<file path="src/sv/qsl_pkg.sv">
package qsl_pkg;

  // field widths fixed by the channel format
  localparam int KEY_BITS      = 32;
  localparam int DEPTH_DEF     = 64;
  localparam int KEY_WIDTH_DEF = 32;

  // input beat
  typedef struct packed {
    logic signed [KEY_BITS-1:0] key;
    logic                       final_key;
  } item_t;

  // output beat
  typedef struct packed {
    logic signed [KEY_BITS-1:0] sorted_key;
    logic                       end_of_run;
    logic                       overflow;
  } result_t;

  // key store address sources
  typedef enum logic [2:0] {
    A_LOAD,
    A_SCAN,
    A_PLACE,
    A_HI,
    A_EMIT,
    A_STK_HI
  } addr_sel_t;

  // key store write data sources
  typedef enum logic [1:0] {
    W_IN,
    W_RD,
    W_TMP,
    W_PIVOT
  } wdata_sel_t;

  // range stack operations
  typedef enum logic [2:0] {
    S_NONE,
    S_INIT,
    S_POP,
    S_PUSH_R,
    S_PUSH_L
  } stk_op_t;

  // scan and place index operations
  typedef enum logic [1:0] {
    I_NONE,
    I_RANGE,
    I_INC_SCAN,
    I_INC_BOTH
  } idx_op_t;

  // output stage operations
  typedef enum logic [1:0] {
    E_NONE,
    E_INIT,
    E_OUT
  } emit_op_t;

  // jump conditions
  typedef enum logic [2:0] {
    C_NEXT,
    C_ALWAYS,
    C_NOT_LAST,
    C_SP_ZERO,
    C_SCAN_END,
    C_GT_PIVOT,
    C_OUT_BUSY,
    C_EMIT_MORE
  } cond_t;

  typedef logic [4:0] step_t;

  // microprogram step addresses
  localparam step_t ST_LOAD      = 5'd0;
  localparam step_t ST_INIT      = 5'd1;
  localparam step_t ST_POP       = 5'd2;
  localparam step_t ST_RANGE     = 5'd3;
  localparam step_t ST_PIVOT     = 5'd4;
  localparam step_t ST_RD_SCAN   = 5'd5;
  localparam step_t ST_TEST      = 5'd6;
  localparam step_t ST_SW1       = 5'd7;
  localparam step_t ST_SW2       = 5'd8;
  localparam step_t ST_INC       = 5'd9;
  localparam step_t ST_FIN_RD    = 5'd10;
  localparam step_t ST_FIN1      = 5'd11;
  localparam step_t ST_FIN2      = 5'd12;
  localparam step_t ST_PUSH_L    = 5'd13;
  localparam step_t ST_EMIT_INIT = 5'd14;
  localparam step_t ST_EM_RD     = 5'd15;
  localparam step_t ST_EM_OUT    = 5'd16;
  localparam step_t ST_EM_NEXT   = 5'd17;
  localparam step_t ST_DONE      = 5'd18;

  // one control word
  typedef struct packed {
    logic       in_en;
    logic       key_rd;
    addr_sel_t  rd_sel;
    logic       key_wr;
    addr_sel_t  wr_sel;
    wdata_sel_t wsel;
    stk_op_t    stk_op;
    idx_op_t    idx_op;
    logic       pivot_ld;
    logic       tmp_ld;
    emit_op_t   emit_op;
    logic       clr_set;
    cond_t      cond;
    step_t      target;
  } ctrl_t;

  // datapath status seen by the sequencer
  typedef struct packed {
    logic last_in;
    logic sp_zero;
    logic scan_end;
    logic gt_pivot;
    logic out_busy;
    logic emit_more;
  } flags_t;

  // control store
  function automatic ctrl_t ucode(step_t s);
    ctrl_t w;
    w = '0;
    w.cond = C_NEXT;
    unique case (s)
      // take keys until the final one
      ST_LOAD: begin
        w.in_en  = 1'b1;
        w.wr_sel = A_LOAD;
        w.wsel   = W_IN;
        w.cond   = C_NOT_LAST;
        w.target = ST_LOAD;
      end
      ST_INIT: begin
        w.stk_op = S_INIT;
      end
      ST_POP: begin
        w.stk_op = S_POP;
        w.cond   = C_SP_ZERO;
        w.target = ST_EMIT_INIT;
      end
      ST_RANGE: begin
        w.idx_op = I_RANGE;
        w.key_rd = 1'b1;
        w.rd_sel = A_STK_HI;
      end
      ST_PIVOT: begin
        w.pivot_ld = 1'b1;
      end
      // partition loop
      ST_RD_SCAN: begin
        w.key_rd = 1'b1;
        w.rd_sel = A_SCAN;
        w.cond   = C_SCAN_END;
        w.target = ST_FIN_RD;
      end
      ST_TEST: begin
        w.tmp_ld = 1'b1;
        w.key_rd = 1'b1;
        w.rd_sel = A_PLACE;
        w.cond   = C_GT_PIVOT;
        w.target = ST_INC;
      end
      ST_SW1: begin
        w.key_wr = 1'b1;
        w.wr_sel = A_SCAN;
        w.wsel   = W_RD;
      end
      ST_SW2: begin
        w.key_wr = 1'b1;
        w.wr_sel = A_PLACE;
        w.wsel   = W_TMP;
        w.idx_op = I_INC_BOTH;
        w.cond   = C_ALWAYS;
        w.target = ST_RD_SCAN;
      end
      ST_INC: begin
        w.idx_op = I_INC_SCAN;
        w.cond   = C_ALWAYS;
        w.target = ST_RD_SCAN;
      end
      // pivot into place, then stack the two sides
      ST_FIN_RD: begin
        w.key_rd = 1'b1;
        w.rd_sel = A_PLACE;
      end
      ST_FIN1: begin
        w.key_wr = 1'b1;
        w.wr_sel = A_HI;
        w.wsel   = W_RD;
      end
      ST_FIN2: begin
        w.key_wr = 1'b1;
        w.wr_sel = A_PLACE;
        w.wsel   = W_PIVOT;
        w.stk_op = S_PUSH_R;
      end
      ST_PUSH_L: begin
        w.stk_op = S_PUSH_L;
        w.cond   = C_ALWAYS;
        w.target = ST_POP;
      end
      // stream the sorted store out
      ST_EMIT_INIT: begin
        w.emit_op = E_INIT;
      end
      ST_EM_RD: begin
        w.key_rd = 1'b1;
        w.rd_sel = A_EMIT;
      end
      ST_EM_OUT: begin
        w.emit_op = E_OUT;
        w.cond    = C_OUT_BUSY;
        w.target  = ST_EM_OUT;
      end
      ST_EM_NEXT: begin
        w.cond   = C_EMIT_MORE;
        w.target = ST_EM_RD;
      end
      ST_DONE: begin
        w.clr_set = 1'b1;
        w.cond    = C_ALWAYS;
        w.target  = ST_LOAD;
      end
      default: begin
        w.cond   = C_ALWAYS;
        w.target = ST_LOAD;
      end
    endcase
    return w;
  endfunction

endpackage

</file>
<file path="src/sv/qsl_sequencer.sv">
module qsl_sequencer (
  input  logic             clk,
  input  logic             rst,
  input  qsl_pkg::flags_t  flags,
  output qsl_pkg::ctrl_t   ctrl
);

  qsl_pkg::step_t step;
  qsl_pkg::step_t step_next;
  logic           take;

  // control word lookup
  always_comb begin
    ctrl = qsl_pkg::ucode(step);
  end

  // jump condition select
  always_comb begin
    unique case (ctrl.cond)
      qsl_pkg::C_NEXT:      take = 1'b0;
      qsl_pkg::C_ALWAYS:    take = 1'b1;
      qsl_pkg::C_NOT_LAST:  take = ~flags.last_in;
      qsl_pkg::C_SP_ZERO:   take = flags.sp_zero;
      qsl_pkg::C_SCAN_END:  take = flags.scan_end;
      qsl_pkg::C_GT_PIVOT:  take = flags.gt_pivot;
      qsl_pkg::C_OUT_BUSY:  take = flags.out_busy;
      qsl_pkg::C_EMIT_MORE: take = flags.emit_more;
      default:              take = 1'b0;
    endcase
  end

  // next step
  always_comb begin
    if (take) begin
      step_next = ctrl.target;
    end else begin
      step_next = step + 5'd1;
    end
  end

  always_ff @(posedge clk) begin
    if (rst) begin
      step <= qsl_pkg::ST_LOAD;
    end else begin
      step <= step_next;
    end
  end

endmodule

</file>
<file path="src/sv/qsl_datapath.sv">
module qsl_datapath #(
  parameter int DEPTH     = qsl_pkg::DEPTH_DEF,
  parameter int KEY_WIDTH = qsl_pkg::KEY_WIDTH_DEF
) (
  input  logic              clk,
  input  logic              rst,
  input  qsl_pkg::ctrl_t    ctrl,
  output qsl_pkg::flags_t   flags,
  input  logic              item_valid,
  input  qsl_pkg::item_t    item,
  output logic              result_valid,
  input  logic              result_stall,
  output qsl_pkg::result_t  result
);

  localparam int IDX_W = (DEPTH > 1) ? $clog2(DEPTH) : 1;
  localparam int CNT_W = $clog2(DEPTH + 1);

  // key store and range stack
  logic [KEY_WIDTH-1:0] key_mem [DEPTH];
  logic [2*IDX_W-1:0]   stk_mem [DEPTH];

  logic [CNT_W-1:0]     count;
  logic                 dropped;
  logic [CNT_W-1:0]     sp;
  logic [CNT_W-1:0]     emit_idx;
  logic [IDX_W-1:0]     lo;
  logic [IDX_W-1:0]     hi;
  logic [IDX_W-1:0]     scan;
  logic [IDX_W-1:0]     place;
  logic [KEY_WIDTH-1:0] pivot;
  logic [KEY_WIDTH-1:0] tmp;
  logic [KEY_WIDTH-1:0] key_rd;
  logic [2*IDX_W-1:0]   stk_rd;

  logic                 count_full;
  logic                 accept;
  logic                 ld_write;
  logic                 key_we;
  logic [IDX_W-1:0]     key_raddr;
  logic [IDX_W-1:0]     key_waddr;
  logic [KEY_WIDTH-1:0] key_wdata;
  logic                 stk_we;
  logic                 stk_re;
  logic [IDX_W-1:0]     stk_waddr;
  logic [IDX_W-1:0]     stk_raddr;
  logic [2*IDX_W-1:0]   stk_wdata;
  logic                 sp_room;
  logic                 push_r_ok;
  logic                 push_l_ok;
  logic                 out_busy;

  assign count_full = (count == CNT_W'(DEPTH));
  assign accept     = ctrl.in_en & item_valid;
  assign ld_write   = accept & ~count_full;
  assign key_we     = ctrl.key_wr | ld_write;
  assign sp_room    = (sp < CNT_W'(DEPTH));
  assign push_r_ok  = (({1'b0, place} + (IDX_W+1)'(1)) < {1'b0, hi}) & sp_room;
  assign push_l_ok  = ({1'b0, place} > ({1'b0, lo} + (IDX_W+1)'(1))) & sp_room;
  assign out_busy   = result_valid & result_stall;

  // key store read address
  always_comb begin
    case (ctrl.rd_sel)
      qsl_pkg::A_SCAN:   key_raddr = scan;
      qsl_pkg::A_PLACE:  key_raddr = place;
      qsl_pkg::A_HI:     key_raddr = hi;
      qsl_pkg::A_EMIT:   key_raddr = emit_idx[IDX_W-1:0];
      qsl_pkg::A_STK_HI: key_raddr = stk_rd[IDX_W-1:0];
      default:           key_raddr = count[IDX_W-1:0];
    endcase
  end

  // key store write address
  always_comb begin
    case (ctrl.wr_sel)
      qsl_pkg::A_SCAN:   key_waddr = scan;
      qsl_pkg::A_PLACE:  key_waddr = place;
      qsl_pkg::A_HI:     key_waddr = hi;
      qsl_pkg::A_EMIT:   key_waddr = emit_idx[IDX_W-1:0];
      qsl_pkg::A_STK_HI: key_waddr = stk_rd[IDX_W-1:0];
      default:           key_waddr = count[IDX_W-1:0];
    endcase
  end

  // key store write data
  always_comb begin
    case (ctrl.wsel)
      qsl_pkg::W_RD:    key_wdata = key_rd;
      qsl_pkg::W_TMP:   key_wdata = tmp;
      qsl_pkg::W_PIVOT: key_wdata = pivot;
      default:          key_wdata = KEY_WIDTH'(item.key);
    endcase
  end

  // range stack port control
  always_comb begin
    stk_we    = 1'b0;
    stk_re    = 1'b0;
    stk_waddr = sp[IDX_W-1:0];
    stk_raddr = IDX_W'(sp - CNT_W'(1));
    stk_wdata = {lo, IDX_W'(place - IDX_W'(1))};
    case (ctrl.stk_op)
      qsl_pkg::S_INIT: begin
        stk_we    = 1'b1;
        stk_waddr = '0;
        stk_wdata = {IDX_W'(0), IDX_W'(count - CNT_W'(1))};
      end
      qsl_pkg::S_POP: begin
        stk_re = (sp != '0);
      end
      qsl_pkg::S_PUSH_R: begin
        stk_we    = push_r_ok;
        stk_wdata = {IDX_W'(place + IDX_W'(1)), hi};
      end
      qsl_pkg::S_PUSH_L: begin
        stk_we = push_l_ok;
      end
      default: begin
        stk_we = 1'b0;
      end
    endcase
  end

  // memories
  always_ff @(posedge clk) begin
    if (key_we) begin
      key_mem[key_waddr] <= key_wdata;
    end
    if (ctrl.key_rd) begin
      key_rd <= key_mem[key_raddr];
    end
  end

  always_ff @(posedge clk) begin
    if (stk_we) begin
      stk_mem[stk_waddr] <= stk_wdata;
    end
    if (stk_re) begin
      stk_rd <= stk_mem[stk_raddr];
    end
  end

  // fill count, drop flag, stack pointer, emit counter
  always_ff @(posedge clk) begin
    if (rst) begin
      count    <= '0;
      dropped  <= 1'b0;
      sp       <= '0;
      emit_idx <= '0;
    end else begin
      if (accept) begin
        if (count_full) begin
          dropped <= 1'b1;
        end else begin
          count <= count + CNT_W'(1);
        end
      end
      if (ctrl.clr_set) begin
        count   <= '0;
        dropped <= 1'b0;
      end
      case (ctrl.stk_op)
        qsl_pkg::S_INIT: begin
          sp <= (count > CNT_W'(1)) ? CNT_W'(1) : '0;
        end
        qsl_pkg::S_POP: begin
          if (sp != '0) begin
            sp <= sp - CNT_W'(1);
          end
        end
        qsl_pkg::S_PUSH_R: begin
          if (push_r_ok) begin
            sp <= sp + CNT_W'(1);
          end
        end
        qsl_pkg::S_PUSH_L: begin
          if (push_l_ok) begin
            sp <= sp + CNT_W'(1);
          end
        end
        default: begin
          sp <= sp;
        end
      endcase
      if (ctrl.emit_op == qsl_pkg::E_INIT) begin
        emit_idx <= '0;
      end else if (ctrl.emit_op == qsl_pkg::E_OUT && !out_busy) begin
        emit_idx <= emit_idx + CNT_W'(1);
      end
    end
  end

  // partition indices and holding registers
  always_ff @(posedge clk) begin
    case (ctrl.idx_op)
      qsl_pkg::I_RANGE: begin
        lo    <= stk_rd[2*IDX_W-1:IDX_W];
        hi    <= stk_rd[IDX_W-1:0];
        scan  <= stk_rd[2*IDX_W-1:IDX_W];
        place <= stk_rd[2*IDX_W-1:IDX_W];
      end
      qsl_pkg::I_INC_SCAN: begin
        scan <= scan + IDX_W'(1);
      end
      qsl_pkg::I_INC_BOTH: begin
        scan  <= scan + IDX_W'(1);
        place <= place + IDX_W'(1);
      end
      default: begin
        scan <= scan;
      end
    endcase
    if (ctrl.pivot_ld) begin
      pivot <= key_rd;
    end
    if (ctrl.tmp_ld) begin
      tmp <= key_rd;
    end
  end

  // output register
  always_ff @(posedge clk) begin
    if (rst) begin
      result_valid <= 1'b0;
    end else if (ctrl.emit_op == qsl_pkg::E_OUT && !out_busy) begin
      result_valid <= 1'b1;
    end else if (result_valid && !result_stall) begin
      result_valid <= 1'b0;
    end
  end

  always_ff @(posedge clk) begin
    if (ctrl.emit_op == qsl_pkg::E_OUT && !out_busy) begin
      result.sorted_key <= qsl_pkg::KEY_BITS'(key_rd);
      result.end_of_run <= ((emit_idx + CNT_W'(1)) == count);
      result.overflow   <= dropped;
    end
  end

  // status to the sequencer
  always_comb begin
    flags.last_in   = accept & item.final_key;
    flags.sp_zero   = (sp == '0);
    flags.scan_end  = (scan == hi);
    flags.gt_pivot  = ($signed(key_rd) > $signed(pivot));
    flags.out_busy  = out_busy;
    flags.emit_more = (emit_idx != count);
  end

endmodule

</file>
<file path="src/sv/quicksort_lomuto.sv">
// Quicksort with Lomuto partition, microcoded. Keys arrive one beat per cycle
// into a store of DEPTH entries; the beat with final_key set closes the set and
// keys offered to a full store are dropped and flagged on every output beat.
// The set is then sorted in place (last element as pivot, keys <= pivot to the
// left, an explicit range stack instead of recursion) and streamed out in
// ascending order with end_of_run on the greatest key. The control store steps a
// datapath with one read and one write port on the key store. A partition compare
// reads the scan key and tests it against the pivot; a key that stays is skipped,
// one that is swapped trades places with the key at the place index. Every
// partitioned range adds steps for pop, pivot fetch, final swap and pushes;
// emitting reads, outputs and advances per key and waits out output stalls. Keys
// are not accepted during sort or emit.
module quicksort_lomuto #(
  parameter int DEPTH     = qsl_pkg::DEPTH_DEF,
  parameter int KEY_WIDTH = qsl_pkg::KEY_WIDTH_DEF
) (
  input  logic              clk,
  input  logic              rst,
  input  logic              item_valid,
  output logic              item_stall,
  input  qsl_pkg::item_t    item,
  output logic              result_valid,
  input  logic              result_stall,
  output qsl_pkg::result_t  result
);

  qsl_pkg::ctrl_t  ctrl;
  qsl_pkg::flags_t flags;

  // control store and step counter
  qsl_sequencer u_seq (
    .clk   (clk),
    .rst   (rst),
    .flags (flags),
    .ctrl  (ctrl)
  );

  // store, stack, indices and output register
  qsl_datapath #(
    .DEPTH     (DEPTH),
    .KEY_WIDTH (KEY_WIDTH)
  ) u_dp (
    .clk          (clk),
    .rst          (rst),
    .ctrl         (ctrl),
    .flags        (flags),
    .item_valid   (item_valid),
    .item         (item),
    .result_valid (result_valid),
    .result_stall (result_stall),
    .result       (result)
  );

  // input beats only while loading
  assign item_stall = ~ctrl.in_en;

  // a new output beat only comes from an emit step
  a_out_from_emit: assert property (@(posedge clk) disable iff (rst)
    $rose(result_valid) |-> $past(ctrl.emit_op == qsl_pkg::E_OUT))
    else $error("output beat without emit step");

  // the final key closes the set at once
  a_final_closes: assert property (@(posedge clk) disable iff (rst)
    (item_valid && !item_stall && item.final_key) |=> item_stall)
    else $error("input still open after final key");

  // a stalled output beat holds until taken
  a_out_hold: assert property (@(posedge clk) disable iff (rst)
    (result_valid && result_stall) |=> (result_valid && $stable(result)))
    else $error("stalled output beat changed");

endmodule

</file>
<file path="config.mk">
export PLATFORM = sky130hd
export DESIGN_NAME = quicksort_lomuto
export DESIGN_NICKNAME = d
export VERILOG_FILES = /design/src/sv/qsl_pkg.sv /design/src/sv/qsl_sequencer.sv /design/src/sv/qsl_datapath.sv /design/src/sv/quicksort_lomuto.sv
export SDC_FILE = /design/constraint.sdc
export NUM_CORES = 2
export LEC_CHECK = 0
export BUFFER_PORTS_ARGS = -buffer_cell sky130_fd_sc_hd__buf_4
export CAP_MARGIN = 10
export CORE_UTILIZATION = 45
export DETAILED_ROUTE_END_ITERATION = 7
export PLACE_DENSITY = 0.59
export RECOVER_POWER = 25
export SLEW_MARGIN = 20
export SYNTH_ARGS = -nofsm -noshare
export SYNTH_HDL_FRONTEND = slang
export SYNTH_SLANG_ARGS = --single-unit
</file>
<file path="constraint.sdc">
create_clock -name clk -period 5.75 [get_ports clk]
set_input_delay 1.15 -clock clk [delete_from_list [all_inputs] [get_ports clk]]
set_output_delay 1.15 -clock clk [all_outputs]
set_load 0.02 [all_outputs]
</file>
Word level (Yosys, flattened, before mapping). Memory sizes are Yosys's and may differ from the RTL's. A register that Yosys moved wholly into a read port is not among the register bits. Cells that the tools add are included.

Logic and storage cells: 152. Bits in registers: 150. Memory bits (writable): 2816. Memories: 2. Input bits: 37.

Muxes and demuxes: 33. Reductions and logical operators: 22. Bitwise gates (word level): 10. Add/sub/neg operators: 11. Order comparisons: 5. Eq/ne operators: 54.

Memories: u_dp.key_mem (words 64, width 32, read ports 1, clocked after Yosys merged registers in 1, write ports 1, line qsl_datapath.sv:20) `logic [KEY_WIDTH-1:0] key_mem [DEPTH];`; u_dp.stk_mem (words 64, width 12, read ports 1, clocked after Yosys merged registers in 1, write ports 1, line qsl_datapath.sv:21) `logic [2*IDX_W-1:0] stk_mem [DEPTH];`.

Operator list (count): one-hot mux 32 bit (3 select lines) (1); one-hot mux 8 bit (9 select lines) (1); one-hot mux 6 bit (5 select lines) (2); == test 5 x 4 -> 1 bit (second input constant) (8); greater-than comparator 32 bit (1); one-hot mux 4 bit (4 select lines) (2); one-hot mux 7 bit (4 select lines) (1); one-hot mux 12 bit (2 select lines) (1); one-hot mux 6 bit (2 select lines) (2); adder 7 x 1 -> 7 bit (second input constant) (3); == test 3 bit (second input constant) (7); 2-to-1 mux 7 bit (3); == test 5 x 3 -> 1 bit (second input constant) (4); == test 3 x 2 -> 1 bit (second input constant) (6); == test 5 bit (second input constant) (3); adder 6 x 1 -> 7 bit (second input constant) (2); == test 2 bit (second input constant) (7); 2-to-1 mux 1 bit (13); adder 6 x 1 -> 6 bit (second input constant) (2); one-hot mux 3 bit (4 select lines) (1); subtractor 6 x 1 -> 6 bit (second input constant) (2); == test 5 x 2 -> 1 bit (second input constant) (2); OR reduction 2 bit (5); == test 3 x 1 -> 1 bit (second input constant) (3); other kinds (35) (53).

Logic depth before layout (Yosys ltp).
Depth in word-level cells: 7. Gate-level depth with buffers: 19.

Cells and area by module. Synthesis repeated with hierarchy kept, for this count alone.

Cells, all modules: 8166. Area total of the unflattened synthesis: 120833.4 µm².

By module, submodules not included: qsl_datapath (times used 1, seq. area each 90006.3 µm², cells an instance 8031, area an instance 119930.0 µm²); qsl_sequencer (times used 1, seq. area each 100.1 µm², cells an instance 134, area an instance 899.6 µm²); quicksort_lomuto (times used 1, seq. area each 0.0 µm², cells an instance 1, area an instance 3.8 µm²).

Worst setup path after synthesis. Ideal clock, no wire load.

Kind: register to register. Start point: reg u_seq.step[1]. End point: mem u_dp.stk_mem[0][5] (netlist name), data pin. Data arrival time: 4.628 ns. Setup time: 0.702 ns. Required time: 5.048 ns. Path slack: 0.420 ns. Cell stages (with the launch flop): 11. Path through: dfxtp_1 -> inv_1 -> ha_1 -> clkbuf_1 -> buf_1 -> nand3_1 -> mux2i_1 -> nand3_1 -> o21bai_1 -> xnor2_1 -> o21ai_0.

Longest elaborated chain between the ends: 4. Elaborated cells on any way between the ends: 8. Classes of those cells: 6 x eq/ne; 2 x mux.

Ends and longest elaborated chain: from (decl) (line qsl_sequencer.sv:8) `qsl_pkg::step_t step;`; from (signal assigned) (line qsl_sequencer.sv:43) `step <= qsl_pkg::ST_LOAD;`; from (signal assigned) (line qsl_sequencer.sv:45) `step <= step_next;`; == test 5 x 4 -> 1 bit, or another cell as far along (line qsl_pkg.sv:131) `unique case (s)`; one-hot mux 3 bit (4 select lines) (*) (line qsl_pkg.sv:131); == test 3 x 2 -> 1 bit or == test 3 x 1 -> 1 bit (tied branches) (line qsl_datapath.sv:103) `case (ctrl.stk_op)`; one-hot mux 12 bit (2 select lines) (*) (line qsl_datapath.sv:103); named net u_dp.stk_wdata[5] (line qsl_datapath.sv:47) `logic [2*IDX_W-1:0] stk_wdata;`; to (decl) (line qsl_datapath.sv:21).

The timed path passes the listed nets; every way through them passes the cells marked *.

Final worst setup path.
Start point: reg u_seq.step[0]. End point: reg u_dp.key_rd[22] (read register of u_dp.key_mem), data pin.

Longest elaborated chain between the ends: 5. Elaborated cells on any way between the ends: 13. Classes of those cells: 10 x eq/ne; 2 x mux; 1 x reduce/logical.

Ends and longest elaborated chain: == test 5 x 3 -> 1 bit or == test 5 x 4 -> 1 bit (tied branches) (line qsl_pkg.sv:131); OR reduction 2 bit (no source line); one-hot mux 4 bit (4 select lines) (*) (line qsl_pkg.sv:131); == test 3 bit, or another cell as far along (line qsl_datapath.sv:64) `case (ctrl.rd_sel)`; one-hot mux 6 bit (5 select lines) (line qsl_datapath.sv:64); to (decl) (line qsl_datapath.sv:33) `logic [KEY_WIDTH-1:0] key_rd;`.

Mark *: on every way between the ends. The rest lies on a longest branch, timed or not. A chain may end at the register's enable or synchronous reset.

==> flow_summary_export.csv <==
group,metric,value,unit
run_status,status,"finished, violations left",
run_status,violations,"DRC, capacitance limit, slew limit",
critical_path,critical_path.startpoint_type,"flip-flop",
detailed_routing,drc,64,
clocking,clk_path_buf_depth,4,
detailed_routing,ant_nets,0,
finish,layout-drive-gt1-share,13.4,%
global_route,grt_pass1_vias,71268,
synth,syn_inst,8365,
clocking,htreeDepth,5,
synth,synth_area_per_cell,14.3,µm²
synth,yosysUniqueCellTypes,76,
finish,multi_input_area,0.0285,mm²
critical_path,critPathMaxStageDelay,0.62,ns
sta,worst_pin_slew,3.12,ns
clocking,clock_latency,0.89,ns
clocking,root_buffer,"clkbuf_16",
floorplan,core_area,0.265,mm²
synth,yosys_warnings,0,
synth,ys_seq_area_share,75.1,%
clocking,cts_setup_buffers,0,
clocking,ctsResizeCount,0,
sta,slew_violations,482,
finish,regArea,0.0901,mm²
floorplan,die_y,518,µm
floorplan,die_x,518,µm
hold_path,hp-class,"flip-flop to flip-flop",
global_route,grt_pass1_wl,509000,µm
sta,slew_headroom,-109,%
synth,synth_ff_type,"edfxtp_1",
synth,synth_fp_nets,8460,
sta,fin_setup_tns,0,ns
critical_path,cp_max_fo,54,
floorplan,initial_utilization,45.3,%
critical_path,path_class,"flip-flop to flip-flop",
synth,synth_area,0.120,mm²
place,gp_congestion,0.887,
power,power_density,500,mW/mm²
finish,layout.nets,8668,
floorplan,io_pins,73,
detailed_routing,routedWlPerCell,28.7,µm
sta,grt_setup_unrepaired,"false",
detailed_routing,routed_wl,354000,µm
sta,period_needed,5.60,ns
job,maxCapViolations,21,
detailed_routing,drt_iter0_drc,10530,
clocking,cts.sinks,3010,
power,ir_drop,0.000464,V
clocking,ctsHoldBuffers,0,
critical_path,cp_num_buf_inv,4,
critical_path,cp_cell_sequence,"inv_1 -> ha_1 -> nand2b_1 -> o21ai_1 -> nor2_1 -> a2111oi_4 -> a21o_4 -> buf_12 -> buf_12 -> buf_4 -> nand3_1 -> nand3_1 -> nand4_1 -> or3_1",
sta,fmax,178,MHz
clocking,cts_buffers,319,
global_route,grt_max_degree,188,
detailed_routing,first_pass_iters,8,
critical_path,cp.required,6.35,ns
sta,setup_viol,0,
global_route,overflow,0,
critical_path,crit_arrival,6.21,ns
floorplan,die_area,0.269,mm²
synth,postSynth.asyncResetShare,0,%
finish,n_fill_cell,21731,
detailed_routing,avgViaCountPerCell,6.05,
sta,skew,0.0861,ns
sta,final-hold-violation-count,0,
critical_path,cpLargestDelayFamily,"simple AND/OR/NAND/NOR gates",
critical_path,end_kind,"flip-flop",
clocking,cts_tree,"yes",
power,p_total,68.5,mW
place,numPortBuffers,72,
floorplan,core.rowCount,189,
critical_path,critPathSlowestCell,"ha_1",
detailed_routing,vias,74687,
synth,synth_edf_count,2982,
finish,area_growth,14.2,%
power,p_leak,44.8,nW
synth,ys_ff_latch,3010,
global_route,antenna_found_initial,32,
global_route,track_usage,25.9,%
clocking,clk_pin_slew,0.06,ns
place,hpwl,202000,µm
sta,finalCritPeriodShare,97.5,%
==> stage by stage <==
| step | setup WS [ns] | instance area, µm² | util (%) | hold slack [ns] | std cells |
|---|---|---|---|---|---|
| floorplan | 0.420 | 120000 | - | 0.409 | 8365 |
| global placement | 0.258 | 128000 | 48.1 | 0.427 | 11778 |
| detailed placement | 0.229 | 128000 | 48.1 | 0.425 | 11782 |
| CTS | 0.200 | 137000 | 51.9 | 0.458 | 12333 |
| global route | 0.0155 | 137000 | 51.7 | 0.467 | 12341 |
| finish | 0.146 | 137000 | 51.7 | 0.460 | 12345 |
==> synth_stat cells (3+ instances only) <==
cell type,n,share of area (%)
edfxtp_1,2982,75
nand2_1,2195,6.9
nand3_1,962,4.0
nand4_1,473,2.5
clkbuf_1,270,0.84
mux4_2,252,4.7
nor2_1,248,0.78
buf_2,183,0.76
a31oi_1,141,0.74
o21ai_0,65,0.27
buf_1,64,0.20
inv_1,59,0.18
ha_1,58,0.60
a21oi_1,41,0.17
or3_1,38,0.20
dfxtp_1,28,0.47
xor2_1,27,0.20
xnor2_1,25,0.18
a41oi_1,24,0.18
nor2b_1,18,0.094
a21o_1,17,0.11
nor3_1,16,0.067
o21a_1,14,0.088
mux2i_1,13,0.11
nand2b_1,11,0.057
o211ai_1,10,0.063
o22ai_1,10,0.052
a211oi_1,7,0.044
and3_1,7,0.036
mux2_2,7,0.066
buf_4,6,0.038
or2_2,6,0.031
o22a_1,5,0.036
a22oi_1,4,0.025
and4_1,4,0.029
buf_6,4,0.038
nand3b_1,4,0.025
o221a_2,4,0.038
o221ai_1,4,0.029
o31ai_1,4,0.025
and2_1,3,0.016
nor3b_1,3,0.019
nor4_1,3,0.016
o2111ai_1,3,0.022
o21ai_1,3,0.013
==> layout make-up <==
type	instances	share of cell area, %
sequential	3010	65.7
multi-input combinational	4767	20.8
clock buffer	402	6.17
tap	3533	3.23
timing repair buffer	414	2.88
clock inverter	149	1.01
inverter	61	0.167
antenna	9	0.0164
==> sequential cells by signal, indices dropped and copies added (netlist names) <==
signal,count
u_dp.key_mem,2048
u_dp.stk_mem,768
u_dp.result,34
u_dp.key_rd,32
u_dp.pivot,32
u_dp.tmp,32
u_dp.stk_rd,12
u_dp.count,7
u_dp.emit_idx,7
u_dp.sp,7
u_dp.hi,6
u_dp.lo,6
u_dp.place,6
u_dp.scan,6
u_seq.step,5
u_dp.dropped,1
u_dp.result_valid,1
==> final timing paths <==
check                                   start              end  slack, ns  cells after the start
worst min register to register   u_dp.dropped   u_dp.result[0]       0.46                      0
worst max-delay path            u_seq.step[0]  u_dp.key_rd[22]       0.15                     14
worst max register to register  u_seq.step[0]  u_dp.key_rd[22]       0.15                     14
worst min-delay path             u_dp.dropped   u_dp.result[0]       0.46                      0
==> cell families after synthesis <==
logic type	Yosys count	synth area share, %
simple gates	3998	14.8
flops	3010	75.1
buf+inv	588	2.07
compound gates	387	2.17
mux	272	4.90
fa+ha+maj	58	0.605
xor+xnor	52	0.380
==> worst reg2reg max path: stages, from the launching register on <==
cell       delay [ns]
dfxtp_1          0.34
inv_1            0.11
ha_1             0.62
nand2b_1         0.20
o21ai_1          0.43
nor2_1           0.21
a2111oi_4        0.55
a21o_4           0.55
buf_12           0.27
buf_12           0.29
buf_4            0.40
nand3_1          0.10
nand3_1          0.09
nand4_1          0.58
or3_1            0.58
==> layer usage <==
metal  share of wire, %  vias to the layer above  global-route usage, %
met5              0.024                        -                      0
met4                3.2                       12                   8.27
met3                9.1                      656                   3.63
met2                 47                     3983                   41.0
met1                 41                    38156                   37.3
li1                   -                    31880                      -
==> power breakdown <==
| part | switching, mW | internal [mW] |
|---|---|---|
| Combinational | 15.0 | 5.85 |
| Clock | 8.38 | 11.4 |
| Sequential | 0.475 | 27.4 |
| Total | 23.9 | 44.6 |
==> cell usage in the layout, fill, tap and decap left out, types with 10 or more instances in the layout <==
master	Yosys	final
a31oi_1	141	109
a31oi_4	0	31
mux4_2	252	252
ha_1	58	57
a41oi_1	24	24
mux2i_1	13	13
o211ai_1	10	10
nand3_1	962	960
nor2_1	248	187
buf_12	0	80
bufinv_16	0	22
a21o_1	17	16
o21a_1	14	14
nand4_1	473	473
or3_1	38	36
nor3_1	16	15
edfxtp_1	2982	2982
buf_4	6	258
clkbuf_2	0	20
clkbuf_16	0	325
clkinv_2	0	53
inv_1	59	58
dfxtp_1	28	27
nand2_1	2195	2195
nand2b_1	11	11
clkbuf_1	270	124
xnor2_1	25	22
nor2_4	0	60
clkinv_1	1	56
a21oi_1	41	37
o21ai_0	65	60
nor2b_1	18	18
xor2_1	27	27
Note: power is estimated with default switching activity, not from simulation.
